==> config.mk <==
export PLATFORM = sky130hd
export DESIGN_NAME = polygon_fan_triangulator
export DESIGN_NICKNAME = d
export VERILOG_FILES = /design/src/hdl/pft_pkg.sv /design/src/hdl/polygon_fan_triangulator.sv /design/src/hdl/pft_front.sv /design/src/hdl/pft_queue.sv /design/src/hdl/pft_back.sv
export SDC_FILE = /design/constraint.sdc
export NUM_CORES = 1
export LEC_CHECK = 0
export ABC_AREA = 1
export ABC_CLOCK_PERIOD_IN_PS = 16950
export BUFFER_PORTS_ARGS = -buffer_cell sky130_fd_sc_hd__buf_2
export CORE_ASPECT_RATIO = 1.25
export CORE_MARGIN = 4
export CORE_UTILIZATION = 55
export DETAILED_ROUTE_END_ITERATION = 8
export GPL_TIMING_DRIVEN = 0
export PLACE_DENSITY = 0.73
export SYNTH_ARGS = -nofsm -noshare
export SYNTH_HDL_FRONTEND = slang
export SYNTH_SLANG_ARGS = --single-unit
==> constraint.sdc <==
create_clock -name aclk -period 16.95 [get_ports aclk]
set_input_delay 3.39 -clock aclk [delete_from_list [all_inputs] [get_ports aclk]]
set_output_delay 3.39 -clock aclk [all_outputs]
set_load 0.02 [all_outputs]
==> src/hdl/pft_pkg.sv <==
// Package for the polygon fan triangulator.
// Holds the widths, the edge flag and input kind codes, and the queue word type.
// No dependencies; every module of the block imports it.
package pft_pkg;

    localparam int INDEX_BITS     = 24;
    localparam int SIZE_BITS      = 8;
    localparam int COUNT_BITS     = 24;
    localparam int MIN_FACE_VERTS = 3;
    localparam int MAX_FACE_VERTS = 255;
    localparam int QUEUE_DEPTH    = 4;
    localparam int QUEUE_PTR_BITS = $clog2(QUEUE_DEPTH);

    typedef logic [INDEX_BITS-1:0] index_t;
    typedef logic [SIZE_BITS-1:0]  size_t;
    typedef logic [COUNT_BITS-1:0] count_t;

    localparam logic KIND_HEADER = 1'b0;
    localparam logic KIND_VERTEX = 1'b1;

    typedef enum logic [1:0] {
        EDGE_PLAIN  = 2'd0,
        EDGE_FIRST  = 2'd1,
        EDGE_LAST   = 2'd2,
        EDGE_MIDDLE = 2'd3
    } edge_flag_t;

    // One triangle as classified by the front end, before winding.
    typedef struct packed {
        index_t     anchor;
        index_t     prior;
        index_t     current;
        count_t     face;
        edge_flag_t flag;
        logic       last;
    } tri_cmd_t;

endpackage

==> src/hdl/polygon_fan_triangulator.sv <==
// Polygon fan triangulator, top level: front end, triangle queue, back end.
// Depends on pft_pkg, pft_front, pft_queue and pft_back.
//
// Takes one word per clock: a face header (vertex count, hole mark) or one vertex index of
// the current face. From the third vertex of a face that is not a hole and has at least
// three vertices, each vertex yields one fan triangle, which passes through the triangle
// queue and the result register, numbered by face and by a running triangle count. The input
// stalls only when the four-entry triangle queue is full, so with the result side ready
// the block sustains one word per cycle; the result side is held in a register of its own.
// flip_winding is written over the cfg port and reverses the winding from then on; the user
// must write it only while no words are in flight, as the block itself does not enforce it.
module polygon_fan_triangulator import pft_pkg::*; (
    input  logic       aclk,
    input  logic       aresetn,
    input  logic       s_valid,
    output logic       s_ready,
    input  logic       s_kind,
    input  index_t     s_vertex_index,
    input  size_t      s_face_size,
    input  logic       s_is_hole,
    output logic       m_valid,
    input  logic       m_ready,
    output index_t     m_corner_a,
    output index_t     m_corner_b,
    output index_t     m_corner_c,
    output count_t     m_face_number,
    output edge_flag_t m_edge_flag,
    output count_t     m_triangle_number,
    output logic       m_last_of_face,
    input  logic       cfg_valid,
    output logic       cfg_ready,
    input  logic       cfg_flip_winding
);

    logic     push_valid;
    logic     push_ready;
    tri_cmd_t push_data;
    logic     pop_valid;
    logic     pop_ready;
    tri_cmd_t pop_data;

    pft_front u_front (
        .aclk           (aclk),
        .aresetn        (aresetn),
        .s_valid        (s_valid),
        .s_ready        (s_ready),
        .s_kind         (s_kind),
        .s_vertex_index (s_vertex_index),
        .s_face_size    (s_face_size),
        .s_is_hole      (s_is_hole),
        .cmd_valid      (push_valid),
        .cmd_ready      (push_ready),
        .cmd            (push_data)
    );

    pft_queue u_queue (
        .aclk       (aclk),
        .aresetn    (aresetn),
        .push_valid (push_valid),
        .push_ready (push_ready),
        .push_data  (push_data),
        .pop_valid  (pop_valid),
        .pop_ready  (pop_ready),
        .pop_data   (pop_data)
    );

    pft_back u_back (
        .aclk              (aclk),
        .aresetn           (aresetn),
        .cfg_valid         (cfg_valid),
        .cfg_ready         (cfg_ready),
        .cfg_flip_winding  (cfg_flip_winding),
        .pop_valid         (pop_valid),
        .pop_ready         (pop_ready),
        .pop_data          (pop_data),
        .m_valid           (m_valid),
        .m_ready           (m_ready),
        .m_corner_a        (m_corner_a),
        .m_corner_b        (m_corner_b),
        .m_corner_c        (m_corner_c),
        .m_face_number     (m_face_number),
        .m_edge_flag       (m_edge_flag),
        .m_triangle_number (m_triangle_number),
        .m_last_of_face    (m_last_of_face)
    );

endmodule

==> src/hdl/pft_front.sv <==
// Front end of the fan triangulator: accepts header and vertex words, tracks the face.
// Pushes one classified triangle per emitting vertex into the queue.
// Depends on pft_pkg.
module pft_front import pft_pkg::*; (
    input  logic     aclk,
    input  logic     aresetn,
    input  logic     s_valid,
    output logic     s_ready,
    input  logic     s_kind,
    input  index_t   s_vertex_index,
    input  size_t    s_face_size,
    input  logic     s_is_hole,
    output logic     cmd_valid,
    input  logic     cmd_ready,
    output tri_cmd_t cmd
);

    count_t next_face_reg,    next_face_next;
    count_t current_face_reg, current_face_next;
    size_t  held_size_reg,    held_size_next;
    size_t  position_reg,     position_next;
    logic   skip_face_reg,    skip_face_next;
    index_t anchor_reg,       anchor_next;
    index_t prior_reg,        prior_next;

    logic accept;
    logic vertex_live;
    logic emit;

    assign s_ready     = cmd_ready;
    assign accept      = s_valid && s_ready;
    assign vertex_live = (s_kind == KIND_VERTEX) && !skip_face_reg
                         && (position_reg < held_size_reg);
    assign emit        = vertex_live && (position_reg >= SIZE_BITS'(2));
    assign cmd_valid   = s_valid && emit;

    always_comb begin
        cmd.anchor  = anchor_reg;
        cmd.prior   = prior_reg;
        cmd.current = s_vertex_index;
        cmd.face    = current_face_reg;
        cmd.last    = (position_reg == held_size_reg - SIZE_BITS'(1));
        if (held_size_reg > SIZE_BITS'(MIN_FACE_VERTS)) begin
            if (position_reg == SIZE_BITS'(2)) begin
                cmd.flag = EDGE_FIRST;
            end else if (cmd.last) begin
                cmd.flag = EDGE_LAST;
            end else begin
                cmd.flag = EDGE_MIDDLE;
            end
        end else begin
            cmd.flag = EDGE_PLAIN;
        end
    end

    always_comb begin
        next_face_next    = next_face_reg;
        current_face_next = current_face_reg;
        held_size_next    = held_size_reg;
        position_next     = position_reg;
        skip_face_next    = skip_face_reg;
        anchor_next       = anchor_reg;
        prior_next        = prior_reg;
        if (accept) begin
            if (s_kind == KIND_HEADER) begin
                current_face_next = next_face_reg;
                next_face_next    = next_face_reg + COUNT_BITS'(1);
                held_size_next    = s_face_size;
                position_next     = '0;
                skip_face_next    = s_is_hole
                                    || (s_face_size < SIZE_BITS'(MIN_FACE_VERTS))
                                    || (int'(s_face_size) > MAX_FACE_VERTS);
            end else if (vertex_live) begin
                // first vertex anchors the fan, every later one becomes the prior
                if (position_reg == '0) begin
                    anchor_next = s_vertex_index;
                end else begin
                    prior_next = s_vertex_index;
                end
                position_next = position_reg + SIZE_BITS'(1);
            end
        end
    end

    always_ff @(posedge aclk) begin
        if (!aresetn) begin
            next_face_reg    <= '0;
            current_face_reg <= '0;
            held_size_reg    <= '0;
            position_reg     <= '0;
            skip_face_reg    <= 1'b1;
        end else begin
            next_face_reg    <= next_face_next;
            current_face_reg <= current_face_next;
            held_size_reg    <= held_size_next;
            position_reg     <= position_next;
            skip_face_reg    <= skip_face_next;
        end
    end

    always_ff @(posedge aclk) begin
        anchor_reg <= anchor_next;
        prior_reg  <= prior_next;
    end

endmodule

==> src/hdl/pft_queue.sv <==
// Short register queue between the front end and the back end.
// Holds classified triangles so each side can stall on its own.
// Depends on pft_pkg.
module pft_queue import pft_pkg::*; (
    input  logic     aclk,
    input  logic     aresetn,
    input  logic     push_valid,
    output logic     push_ready,
    input  tri_cmd_t push_data,
    output logic     pop_valid,
    input  logic     pop_ready,
    output tri_cmd_t pop_data
);

    tri_cmd_t                  slot_reg [QUEUE_DEPTH];
    logic [QUEUE_PTR_BITS-1:0] wr_ptr_reg, wr_ptr_next;
    logic [QUEUE_PTR_BITS-1:0] rd_ptr_reg, rd_ptr_next;
    logic [QUEUE_PTR_BITS:0]   count_reg,  count_next;
    logic                      do_push;
    logic                      do_pop;

    assign push_ready = (count_reg != (QUEUE_PTR_BITS+1)'(QUEUE_DEPTH));
    assign pop_valid  = (count_reg != '0);
    assign pop_data   = slot_reg[rd_ptr_reg];
    assign do_push    = push_valid && push_ready;
    assign do_pop     = pop_valid && pop_ready;

    // depth is a power of two, so the pointers wrap on their own
    always_comb begin
        wr_ptr_next = do_push ? wr_ptr_reg + QUEUE_PTR_BITS'(1) : wr_ptr_reg;
        rd_ptr_next = do_pop  ? rd_ptr_reg + QUEUE_PTR_BITS'(1) : rd_ptr_reg;
        count_next  = count_reg;
        if (do_push && !do_pop) begin
            count_next = count_reg + (QUEUE_PTR_BITS+1)'(1);
        end else if (do_pop && !do_push) begin
            count_next = count_reg - (QUEUE_PTR_BITS+1)'(1);
        end
    end

    always_ff @(posedge aclk) begin
        if (!aresetn) begin
            wr_ptr_reg <= '0;
            rd_ptr_reg <= '0;
            count_reg  <= '0;
        end else begin
            wr_ptr_reg <= wr_ptr_next;
            rd_ptr_reg <= rd_ptr_next;
            count_reg  <= count_next;
        end
    end

    always_ff @(posedge aclk) begin
        if (do_push) begin
            slot_reg[wr_ptr_reg] <= push_data;
        end
    end

endmodule

==> src/hdl/pft_back.sv <==
// Back end of the fan triangulator: applies winding and rotation, numbers triangles.
// Holds the flip_winding register and the output register of the result channel.
// Depends on pft_pkg.
module pft_back import pft_pkg::*; (
    input  logic       aclk,
    input  logic       aresetn,
    input  logic       cfg_valid,
    output logic       cfg_ready,
    input  logic       cfg_flip_winding,
    input  logic       pop_valid,
    output logic       pop_ready,
    input  tri_cmd_t   pop_data,
    output logic       m_valid,
    input  logic       m_ready,
    output index_t     m_corner_a,
    output index_t     m_corner_b,
    output index_t     m_corner_c,
    output count_t     m_face_number,
    output edge_flag_t m_edge_flag,
    output count_t     m_triangle_number,
    output logic       m_last_of_face
);

    logic       flip_reg;
    logic       valid_reg,  valid_next;
    count_t     tri_count_reg, tri_count_next;
    index_t     corner_a_reg, corner_b_reg, corner_c_reg;
    count_t     face_reg, tri_num_reg;
    edge_flag_t flag_reg;
    logic       last_reg;
    index_t     a_w, b_w, c_w;
    logic       load;

    assign cfg_ready = 1'b1;
    assign pop_ready = !valid_reg || m_ready;
    assign load      = pop_valid && pop_ready;

    always_comb begin
        a_w = pop_data.anchor;
        b_w = pop_data.prior;
        c_w = pop_data.current;
        if (flip_reg) begin
            case (pop_data.flag)
                EDGE_FIRST: begin
                    a_w = pop_data.current;
                    b_w = pop_data.prior;
                    c_w = pop_data.anchor;
                end
                EDGE_LAST: begin
                    a_w = pop_data.prior;
                    b_w = pop_data.anchor;
                    c_w = pop_data.current;
                end
                default: begin
                    a_w = pop_data.anchor;
                    b_w = pop_data.current;
                    c_w = pop_data.prior;
                end
            endcase
        end
    end

    always_comb begin
        valid_next     = valid_reg;
        tri_count_next = tri_count_reg;
        if (load) begin
            valid_next     = 1'b1;
            tri_count_next = tri_count_reg + COUNT_BITS'(1);
        end else if (m_ready) begin
            valid_next = 1'b0;
        end
    end

    always_ff @(posedge aclk) begin
        if (!aresetn) begin
            flip_reg      <= 1'b0;
            valid_reg     <= 1'b0;
            tri_count_reg <= '0;
        end else begin
            if (cfg_valid && cfg_ready) begin
                flip_reg <= cfg_flip_winding;
            end
            valid_reg     <= valid_next;
            tri_count_reg <= tri_count_next;
        end
    end

    always_ff @(posedge aclk) begin
        if (load) begin
            corner_a_reg <= a_w;
            corner_b_reg <= b_w;
            corner_c_reg <= c_w;
            face_reg     <= pop_data.face;
            flag_reg     <= pop_data.flag;
            tri_num_reg  <= tri_count_reg;
            last_reg     <= pop_data.last;
        end
    end

    assign m_valid           = valid_reg;
    assign m_corner_a        = corner_a_reg;
    assign m_corner_b        = corner_b_reg;
    assign m_corner_c        = corner_c_reg;
    assign m_face_number     = face_reg;
    assign m_edge_flag       = flag_reg;
    assign m_triangle_number = tri_num_reg;
    assign m_last_of_face    = last_reg;

endmodule

==> impl_metrics.ini, run 1 <==
[detailed_routing]
drc = 0
wl_mm = 65.4
wl_per_cell_um = 19.1
vias_per_cell = 5.47
vias = 18700
detail-route-antenna-nets = 0
drt-pass1-iter-count = 6
drtIter0Drc = 1320

[yosys]
netlist_area_um2 = 27400
syn_area_per_cell_um2 = 11.1
synth_nets = 2529
synth-edff-count = 567
synthArstFlopShare_pct = 0
yosysWarnings = 0
synth_cells = 2467
ys_seq_area_share_pct = 69.4
synth_seq_cells = 667
ys.flop_type = edfxtp_1
synth.distinct_cells = 44

[placement]
dp_slack_ns = 10.90
portBuffers = 163
globalplace.congestion = 0.946
hpwlAfterDp_mm = 46.5

[clock_network]
root_buffer = clkbuf_16
postCtsSetupBuffers = 0
post_cts_resized = 0
cts_hold_buffers = 0
path_clk_slew_ns = 0.07
numClockSinks = 667
cts_buffers = 61
clk_latency_ns = 0.65
cts_tree = built
cts_max_level = 2
cts_buffer_depth = 3

[setup_path]
path_class = primary input to flip-flop
critPathLaunchType = primary input
reg2reg_to = u_back.m_corner_b[4]
cp.required_ns = 17.26
worst-r2r-setup-slack_ns = 13.17
worstPathArrival_ns = 5.67
rr_worst_depth = 15
crit_fanout = 29
crit_path_end_kind = flip-flop

[timing]
fmax_mhz = 186
hold_viol_final = 0
layout_setup_ws_ns = 11.59
relSlewSlack_pct = 37.9
clock_skew_ns = 0.0378
final.setup.tns_ns = 0
setup_viol = 0
slew_viol_final = 0
fin_crit_sh_pct = 31.6
fin_hold_ws_ns = 0.470
worst_pin_slew_ns = 0.930
rsz0062_at_grt = no
fin_crit_ns = 5.36

[power_and_ir_drop]
power.total_mw = 5.13
pwr_density_cell_nw_per_um2 = 163
vdd_ir_drop_max_mv = 0.110
leakage_nw = 11.6

[min_path]
holdPathStages = 1
hold_class = flip-flop to flip-flop
hold_start = u_queue.rd_ptr_reg[0]

[global_route]
grt_pass1_vias = 18500
busiest_layer = met2
grt_max_degree = 79
met2_usage_pct = 43.1
grt_use_met3_pct = 3.94
grt.total_usage_pct = 23.9
antenna_found_initial = 2
grt_first_pass_wirelength_mm = 100
grt_overflow = 0
gr-usage-met1_pct = 27.8

[finish]
syn_to_final_growth_pct = 15.0
nets = 2773
largest_reg_flops = 396
drive_above_1_share_pct = 15.0

[floorplan]
initial_core_util_pct = 55.6
core.rowCount = 91
die-area_um2 = 53500
io_pins = 166
die_h_um = 258
core-area_um2 = 49300
fp.dieW_um = 208

[status]
outcome = finished clean

[flow_run]
drv_cap = 0
## worst max-delay path by stage
stage | startpoint | to | slack, ns
CTS | s_kind | u_queue.slot_reg[1][82] | 11.57
global route | s_kind | u_queue.slot_reg[1][82] | 11.42
finish | s_kind | u_queue.slot_reg[1][26] | 11.59
floorplan | s_kind | u_queue.slot_reg[0][0] | 8.25
global placement | s_kind | u_queue.slot_reg[0][82] | 4.56
detailed placement | s_kind | u_queue.slot_reg[1][82] | 10.90
## layout by cell type (no fill, tap or decap), types with 5 or more instances in the layout
master	netlist	layout
a21oi_1	57	57
o22ai_1	67	67
inv_2	39	39
clkinv_2	0	13
o22ai_2	8	8
clkbuf_16	0	63
nand2_1	664	664
nor2_4	5	10
nor2_1	168	163
o21ai_1	21	21
and2_1	38	38
buf_1	14	14
nand3b_1	5	5
buf_16	0	6
buf_6	10	11
inv_1	135	135
buf_12	0	12
nor3_1	9	9
clkbuf_8	0	5
buf_4	17	17
bufinv_16	0	5
dfxtp_1	100	100
xor2_1	12	12
nand3_1	226	226
ha_1	21	21
o21ai_0	148	148
and2_0	13	13
buf_2	42	204
clkbuf_1	36	51
edfxtp_1	567	567
clkinv_1	0	7
nand4_1	8	8
## cell families (layout without fill, tap and decap cells)
logic type / after synthesis / after routing / share of synthesized area (%)
simple gates: 1157 / 1157 / 18.1
flops: 667 / 667 / 69.4
compound gates: 310 / 310 / 6.26
buf+inv: 294 / 589 / 4.73
fa+ha+maj: 22 / 22 / 1.03
xor+xnor: 15 / 15 / 0.479
other cells: 1 / 3 / 0.0137
mux: 1 / 1 / 0.0365
## critical path, cell delays in order
cell      delay [ns]
buf_2           0.09
nand3b_1        0.07
nor2_1          0.09
nand2_1         0.07
nor2_1          0.17
nand3_1         0.52
nor2_4          0.92
buf_12          0.30
## synthesized netlist by cell type (2+ instances only)
library cell  number  area share (%)
nor2_2             3           0.068
o22ai_1           67             1.5
a21oi_1           57             1.0
and3_1             2           0.046
nand2_2            3           0.068
buf_1             14            0.19
nand4_1            8            0.18
buf_4             17            0.47
nand2_1          664             9.1
o21ai_1           21            0.38
xor2_1            12            0.38
buf_6             10            0.41
inv_1            135             1.8
nor2_4             5            0.21
nand2_4            3            0.12
o22ai_2            8            0.37
and2_1            38            0.87
nand3b_1           5            0.14
buf_2             42            0.77
ha_1              21            0.96
nor2_8             2            0.15
inv_2             39            0.53
xnor2_1            3           0.096
nor3b_1            3           0.082
dfxtp_1          100             7.3
clkbuf_1          36            0.49
nand3_1          226             4.1
nor2_1           168             2.3
nor4_1             3           0.068
edfxtp_1         567              62
a32oi_1            2           0.064
o21ai_0          148             2.7
and2_0            13            0.30
a31oi_1            4           0.091
nor3_1             9            0.16
## per-layer routing
layer	wire [um]	share of wire, %
met3	4050	6.2
met1	24400	37
met2	34000	52
met4	2930	4.5
met5	7	0.011
## stage by stage
| step | cells | util (%) | instance area (um2) |
|---|---|---|---|
| after floorplan | 2467 | - | 27400 |
| after global placement | 3281 | 58.9 | 29100 |
| after detailed placement | 3299 | 59.9 | 29500 |
| after CTS | 3413 | 64.0 | 31500 |
| after global routing | 3414 | 64.0 | 31500 |
| final | 3415 | 64.0 | 31500 |
## power by group
part           total [mW]  internal, mW  switching [mW]  leakage (nW)
Sequential           2.08          2.03          0.0503          6.00
Combinational        1.68         0.484            1.20          4.65
Clock                1.36         0.780           0.581         0.984
Total                5.13          3.30            1.83          11.6
## layout make-up
cell class              count  area [um2]
diodes                      2        5.00
inverters                 175         659
well taps                 651         815
fillers                  3749       17800
clock buffers              83        1700
multi-input cells        1506        7150
plain buffers             119         644
flip-flops and latches    667       19000
repair buffers            181        1220
clock inverters            31         309
No activity file was read; power rests on OpenSTA's default activity.
==> inputs of run 2 (changes only) <==
--- a/config.mk
+++ b/config.mk
@@ -6,7 +6,7 @@
 export NUM_CORES = 1
 export LEC_CHECK = 0
 export ABC_AREA = 1
-export ABC_CLOCK_PERIOD_IN_PS = 16950
+export ABC_CLOCK_PERIOD_IN_PS = 5000
 export BUFFER_PORTS_ARGS = -buffer_cell sky130_fd_sc_hd__buf_2
 export CORE_ASPECT_RATIO = 1.25
 export CORE_MARGIN = 4
==> constraint.sdc (replaced) <==
create_clock -name aclk -period 5 [get_ports aclk]
set_input_delay 1 -clock aclk [delete_from_list [all_inputs] [get_ports aclk]]
set_output_delay 1 -clock aclk [all_outputs]
set_load 0.02 [all_outputs]
==> run 2 against run 1 <==
Compared with the run above:
- final cell count about the same
- count of clock-buffer cells in the layout unchanged
- sequential share of layout area about the same
- setup slack got worse by 10 ns
- critical endpoint is now u_back.m_corner_b[4]
- power increased to 3.4 times the previous value
- critical path type is now flip-flop to flip-flop
==> impl_metrics.ini, run 2 (synthesis results as in run 1) <==
[timing]
fin_crit_sh_pct = 76.1
clock_skew_ns = 0.0399
fin_hold_ws_ns = 0.470
fin_crit_ns = 3.80
rsz0062_at_grt = no
final.setup.tns_ns = 0
worst_pin_slew_ns = 0.938
fmax_mhz = 263
setup_viol = 0
layout_setup_ws_ns = 1.20
slew_viol_final = 0
relSlewSlack_pct = 37.3
hold_viol_final = 0

[setup_path]
crit_chain = buf_4, inv_2, buf_6, buf_6, buf_4, a21oi_1, a32oi_1, inv_1, ha_1, inv_2, clkbuf_1, buf_2, o22ai_1, nand2_1, o21ai_0
path_class = flip-flop to flip-flop
critPathBufInv = 9
slowest_stage = a32oi_1
cp.required_ns = 5.33
crit_fanout = 10
worstPathArrival_ns = 4.13
slowest_delay_ns = 0.58
critPathLaunchType = flip-flop
crit_path_end_kind = flip-flop
cpLargestDelayFamily = buffers and inverters

[clock_network]
cts_tree = built
cts_buffers = 61
cts_hold_buffers = 0
root_buffer = clkbuf_16
clk_latency_ns = 0.65
cts_max_level = 2
post_cts_resized = 0
numClockSinks = 667
cts_buffer_depth = 3
postCtsSetupBuffers = 0
path_clk_slew_ns = 0.07

[finish]
fillers = 3749
design_area_um2 = 31500
drive_above_1_share_pct = 15.0
nets = 2773
syn_to_final_growth_pct = 15.0
multi_input_area_um2 = 7150
final-seq-area_um2 = 19000
largest_reg_flops = 396
layout_common_cells = nand2_1 (664), edfxtp_1 (567), nand3_1 (226)
final_common_cell = nand2_1
fin_util_pct = 64.0

[status]
outcome = finished clean

[placement]
portBuffers = 163
dp_slack_ns = 1.26
hpwlAfterDp_mm = 46.5
post_dp_cell_area_um2 = 29500
globalplace.congestion = 0.946

[detailed_routing]
drc = 0
drt-pass1-iter-count = 6
wl_per_cell_um = 19.1
wl_mm = 65.4
vias = 18700
detail-route-antenna-nets = 0
vias_per_cell = 5.48
drtIter0Drc = 1325

[power_and_ir_drop]
pwr_density_cell_nw_per_um2 = 552
switching_share_pct = 35.7
p_int_mw = 11.2
seq_power_share_pct = 40.6
leakage_nw = 11.6
pwr-share-comb_pct = 32.8
pwr-share-clk_pct = 26.5
vdd_ir_drop_max_mv = 0.372
power_switching_mw = 6.21

[floorplan]
die-area_um2 = 53500
core-area_um2 = 49300
fp.dieW_um = 208
initial_core_util_pct = 55.6
io_pins = 166
core.rowCount = 91
die_h_um = 258

[global_route]
grt_first_pass_wirelength_mm = 100
grt_max_degree = 79
grt_overflow = 0
grt_pass1_vias = 18500
antenna_found_initial = 2
grt.total_usage_pct = 23.9

[min_path]
hold_class = flip-flop to flip-flop

[flow_run]
drv_cap = 0
-- run 2: changes by cell type in the layout (fill, tap and decap cells not counted), sizes merged --
| cell | delta |
|---|---|
| diode | +2 |
-- run 2: area by class of cell --
cell class / instances / area share [%]
Multi-Input combinational cell: 1506 / 22.7
Clock buffer: 83 / 5.40
Clock inverter: 31 / 0.980
Antenna cell: 4 / 0.0317
Timing Repair Buffer: 181 / 3.87
Inverter: 175 / 2.09
Buffer: 119 / 2.04
Sequential cell: 667 / 60.3
Tap cell: 651 / 2.58
-- run 2: final timing paths --
path | startpoint | endpoint | slack [ns] | cells past startpoint
setup / recovery | flip-flop | u_back.m_corner_b[4] | 1.20 | 15
setup reg to reg | flip-flop | u_back.m_corner_b[4] | 1.20 | 15
hold reg to reg | u_queue.rd_ptr_reg[0] | flip-flop | 0.47 | 1
hold / removal | u_queue.rd_ptr_reg[0] | flip-flop | 0.47 | 1
-- run 2: per-stage QoR --
step | instances | total power [mW]
finish | 3417 | 17.4
global route | 3414 | 18.3
CTS | 3413 | 17.5
detailed placement | 3299 | 12.9
global placement | 3281 | 12.7
floorplan | 2467 | 10.9
-- run 2: metal layers --
metal	GRT usage, %	routed length, um
met1	27.8	24400
met2	43.1	33900
met3	3.95	4090
met4	11.3	3030
met5	0	7
-- run 2: power by group through the flow --
stage               clock network (mW)  logic, mW  registers [mW]
finish                            4.62       5.72            7.07
detailed placement                   0       5.67            7.19
global placement                     0       5.48            7.24
global route                      4.94       6.19            7.13
CTS                               4.69       5.69            7.08
floorplan                            0       3.04            7.89
==> inputs of run 3 (changes only) <==
--- a/config.mk
+++ b/config.mk
@@ -6,7 +6,7 @@
 export NUM_CORES = 1
 export LEC_CHECK = 0
 export ABC_AREA = 1
-export ABC_CLOCK_PERIOD_IN_PS = 5000
+export ABC_CLOCK_PERIOD_IN_PS = 3500
 export BUFFER_PORTS_ARGS = -buffer_cell sky130_fd_sc_hd__buf_2
 export CORE_ASPECT_RATIO = 1.25
 export CORE_MARGIN = 4
==> constraint.sdc (replaced) <==
create_clock -name aclk -period 3.5 [get_ports aclk]
set_input_delay 0.7 -clock aclk [delete_from_list [all_inputs] [get_ports aclk]]
set_output_delay 0.7 -clock aclk [all_outputs]
set_load 0.02 [all_outputs]
==> run 3 against run 2 <==
Compared with the run above:
- setup slack lost 1.1 ns
- via count grew 0.68%
- register-to-register slack lost 1.1 ns
- critical endpoint is now u_back.m_corner_b[16]
- power grew 42%
- combinational power grew 43%
- hold slack lost 0.17 ns
- largest cell class unchanged
- highest routed layer unchanged
- first-iteration DRC count shrank 12%
==> impl_metrics.ini, run 3 (synthesis results as in run 1) <==
[power_and_ir_drop]
seq_power_share_pct = 40.7
pwr_density_cell_nw_per_um2 = 785
power.total_mw = 24.8
p_int_mw = 15.9
leakage_nw = 11.7
vdd_ir_drop_max_mv = 0.662
power_switching_mw = 8.93
pwr-share-clk_pct = 26.3
switching_share_pct = 36.0
pwr-share-comb_pct = 33.0

[clock_network]
cts_buffers = 61
root_buffer = clkbuf_16
clk_latency_ns = 0.64
cts_max_level = 2
cts_buffer_depth = 3
cts_tree = built
numClockSinks = 667
path_clk_slew_ns = 0.06

[detailed_routing]
drc = 0
drtIter0Drc = 1170
drt-pass1-iter-count = 5
detail-route-antenna-nets = 0
vias = 18800
wl_mm = 65.3
wl_per_cell_um = 19.1
vias_per_cell = 5.52

[floorplan]
io_pins = 166
core-area_um2 = 49300
die-area_um2 = 53500
core.rowCount = 91
fp.dieW_um = 208
initial_core_util_pct = 55.6
die_h_um = 258

[timing]
rsz0062_at_grt = no
worst_pin_slew_ns = 0.819
setup_viol = 0
fin_crit_sh_pct = 96.3
fin_crit_ns = 3.37
relSlewSlack_pct = 45.4
slew_viol_final = 0
fin_hold_ws_ns = 0.302
hold_viol_final = 0
clock_skew_ns = 0.0253
fmax_mhz = 297

[global_route]
grt_max_degree = 100
grt_overflow = 0
grt_pass1_vias = 18300
grt_first_pass_wirelength_mm = 99.9
antenna_found_initial = 2
grt.total_usage_pct = 23.8

[finish]
multi_input_area_um2 = 7180
fin_util_pct = 64.0
nets = 2775
syn_to_final_growth_pct = 15.1
largest_reg_flops = 396
layout_common_cells = nand2_1 (664), edfxtp_1 (567), nand3_1 (225)
drive_above_1_share_pct = 15.4
final-seq-area_um2 = 19000
fillers = 3722
final_common_cell = nand2_1

[placement]
portBuffers = 163
hpwlAfterDp_mm = 45.8
globalplace.congestion = 0.939

[setup_path]
cpLargestDelayFamily = buffers and inverters
slowest_stage = clkbuf_1
crit_path_end_kind = flip-flop
slowest_delay_ns = 0.45
worst-r2r-setup-slack_ns = 0.13
critPathLaunchType = flip-flop
path_class = flip-flop to flip-flop
crit_chain = buf_4, inv_2, buf_6, buf_6, buf_4, a21oi_1, a32oi_2, inv_1, ha_1, inv_2, nand2_1, clkbuf_1, o22ai_1, nand2_1, o21ai_0
worstPathArrival_ns = 3.73
cp.required_ns = 3.86
critPathBufInv = 8
crit_fanout = 10

[min_path]
hold_class = primary input to flip-flop

[flow_run]
drv_cap = 0

[status]
outcome = finished clean
-- run 3: cell types whose count changed in the layout (fill, tap and decap cells not counted), moves of 2 or more --
cell,before,now
a32oi_2,0,2
inv_4,1,3
buf_16,6,8
buf_12,12,10
clkbuf_1,51,40
clkbuf_2,0,5
clkinv_1,7,9
clkinv_2,13,11
clkinv_4,1,5
a32oi_1,2,0
diode_2,4,2
-- run 3: power by group through the flow --
stage | Combinational (mW) | Clock [mW] | Sequential, mW
floorplan | 4.33 | 0 | 11.3
global placement | 7.81 | 0 | 10.3
detailed placement | 8.06 | 0 | 10.3
CTS | 8.10 | 6.61 | 10.1
global route | 8.82 | 6.98 | 10.2
finish | 8.17 | 6.52 | 10.1
-- run 3: layout make-up --
cell class                      instances  area share [%]
Clock inverter                         37            1.09
Inverter                              175            2.09
Antenna cell                            2          0.0159
Clock buffer                           74            5.19
Multi-Input combinational cell       1507            22.7
Tap cell                              651            2.58
Sequential cell                       667            60.3
Timing Repair Buffer                  182            3.94
Buffer                                119            2.06
-- run 3: per-stage QoR --
stage,instance area (um2),setup TNS (ns),instances,setup WS (ns)
finish,31600,0,3414,0.128
global route,31600,0,3413,0.0139
CTS,31500,0,3411,0.0337
detailed placement,29500,-5.92,3299,-0.247
global placement,29100,-1398.64,3281,-3.31
floorplan,27400,-357.26,2467,-0.902
-- run 3: routing by layer --
layer	track usage, %	routed length [um]	part of all wire, %	vias up
met5	0	7	0.011	-
met4	11.2	2880	4.4	2
met3	3.22	4060	6.2	196
met2	43.6	34100	52	777
met1	27.7	24200	37	8902
li1	-	-	-	8968
-- run 3: path summary, 6_finish.rpt --
check	startpoint	to	depth (start not counted)
worst max-delay path	flip-flop	u_back.m_corner_b[16]	15
worst min-delay path	s_is_hole	u_front.skip_face_reg	3
worst max register to register	flip-flop	u_back.m_corner_b[16]	15
worst min register to register	u_queue.rd_ptr_reg[0]	u_queue.rd_ptr_reg[0]	1
-- run 3: what timing repair did --
action	in CTS	in global routing
hold buffers	0	0
resized for setup	4	7
pin swaps	1	1
buffers inserted	0	1
gates cloned	1	0
endpoints found under the hold margin	0	0
setup endpoints to repair	86	44
-- run 3: tightest hold or removal path: cells and delay by family --
family,cells,cell delay [ns]
buffers and inverters,1,0.08
and+or+nand+nor,2,0.11
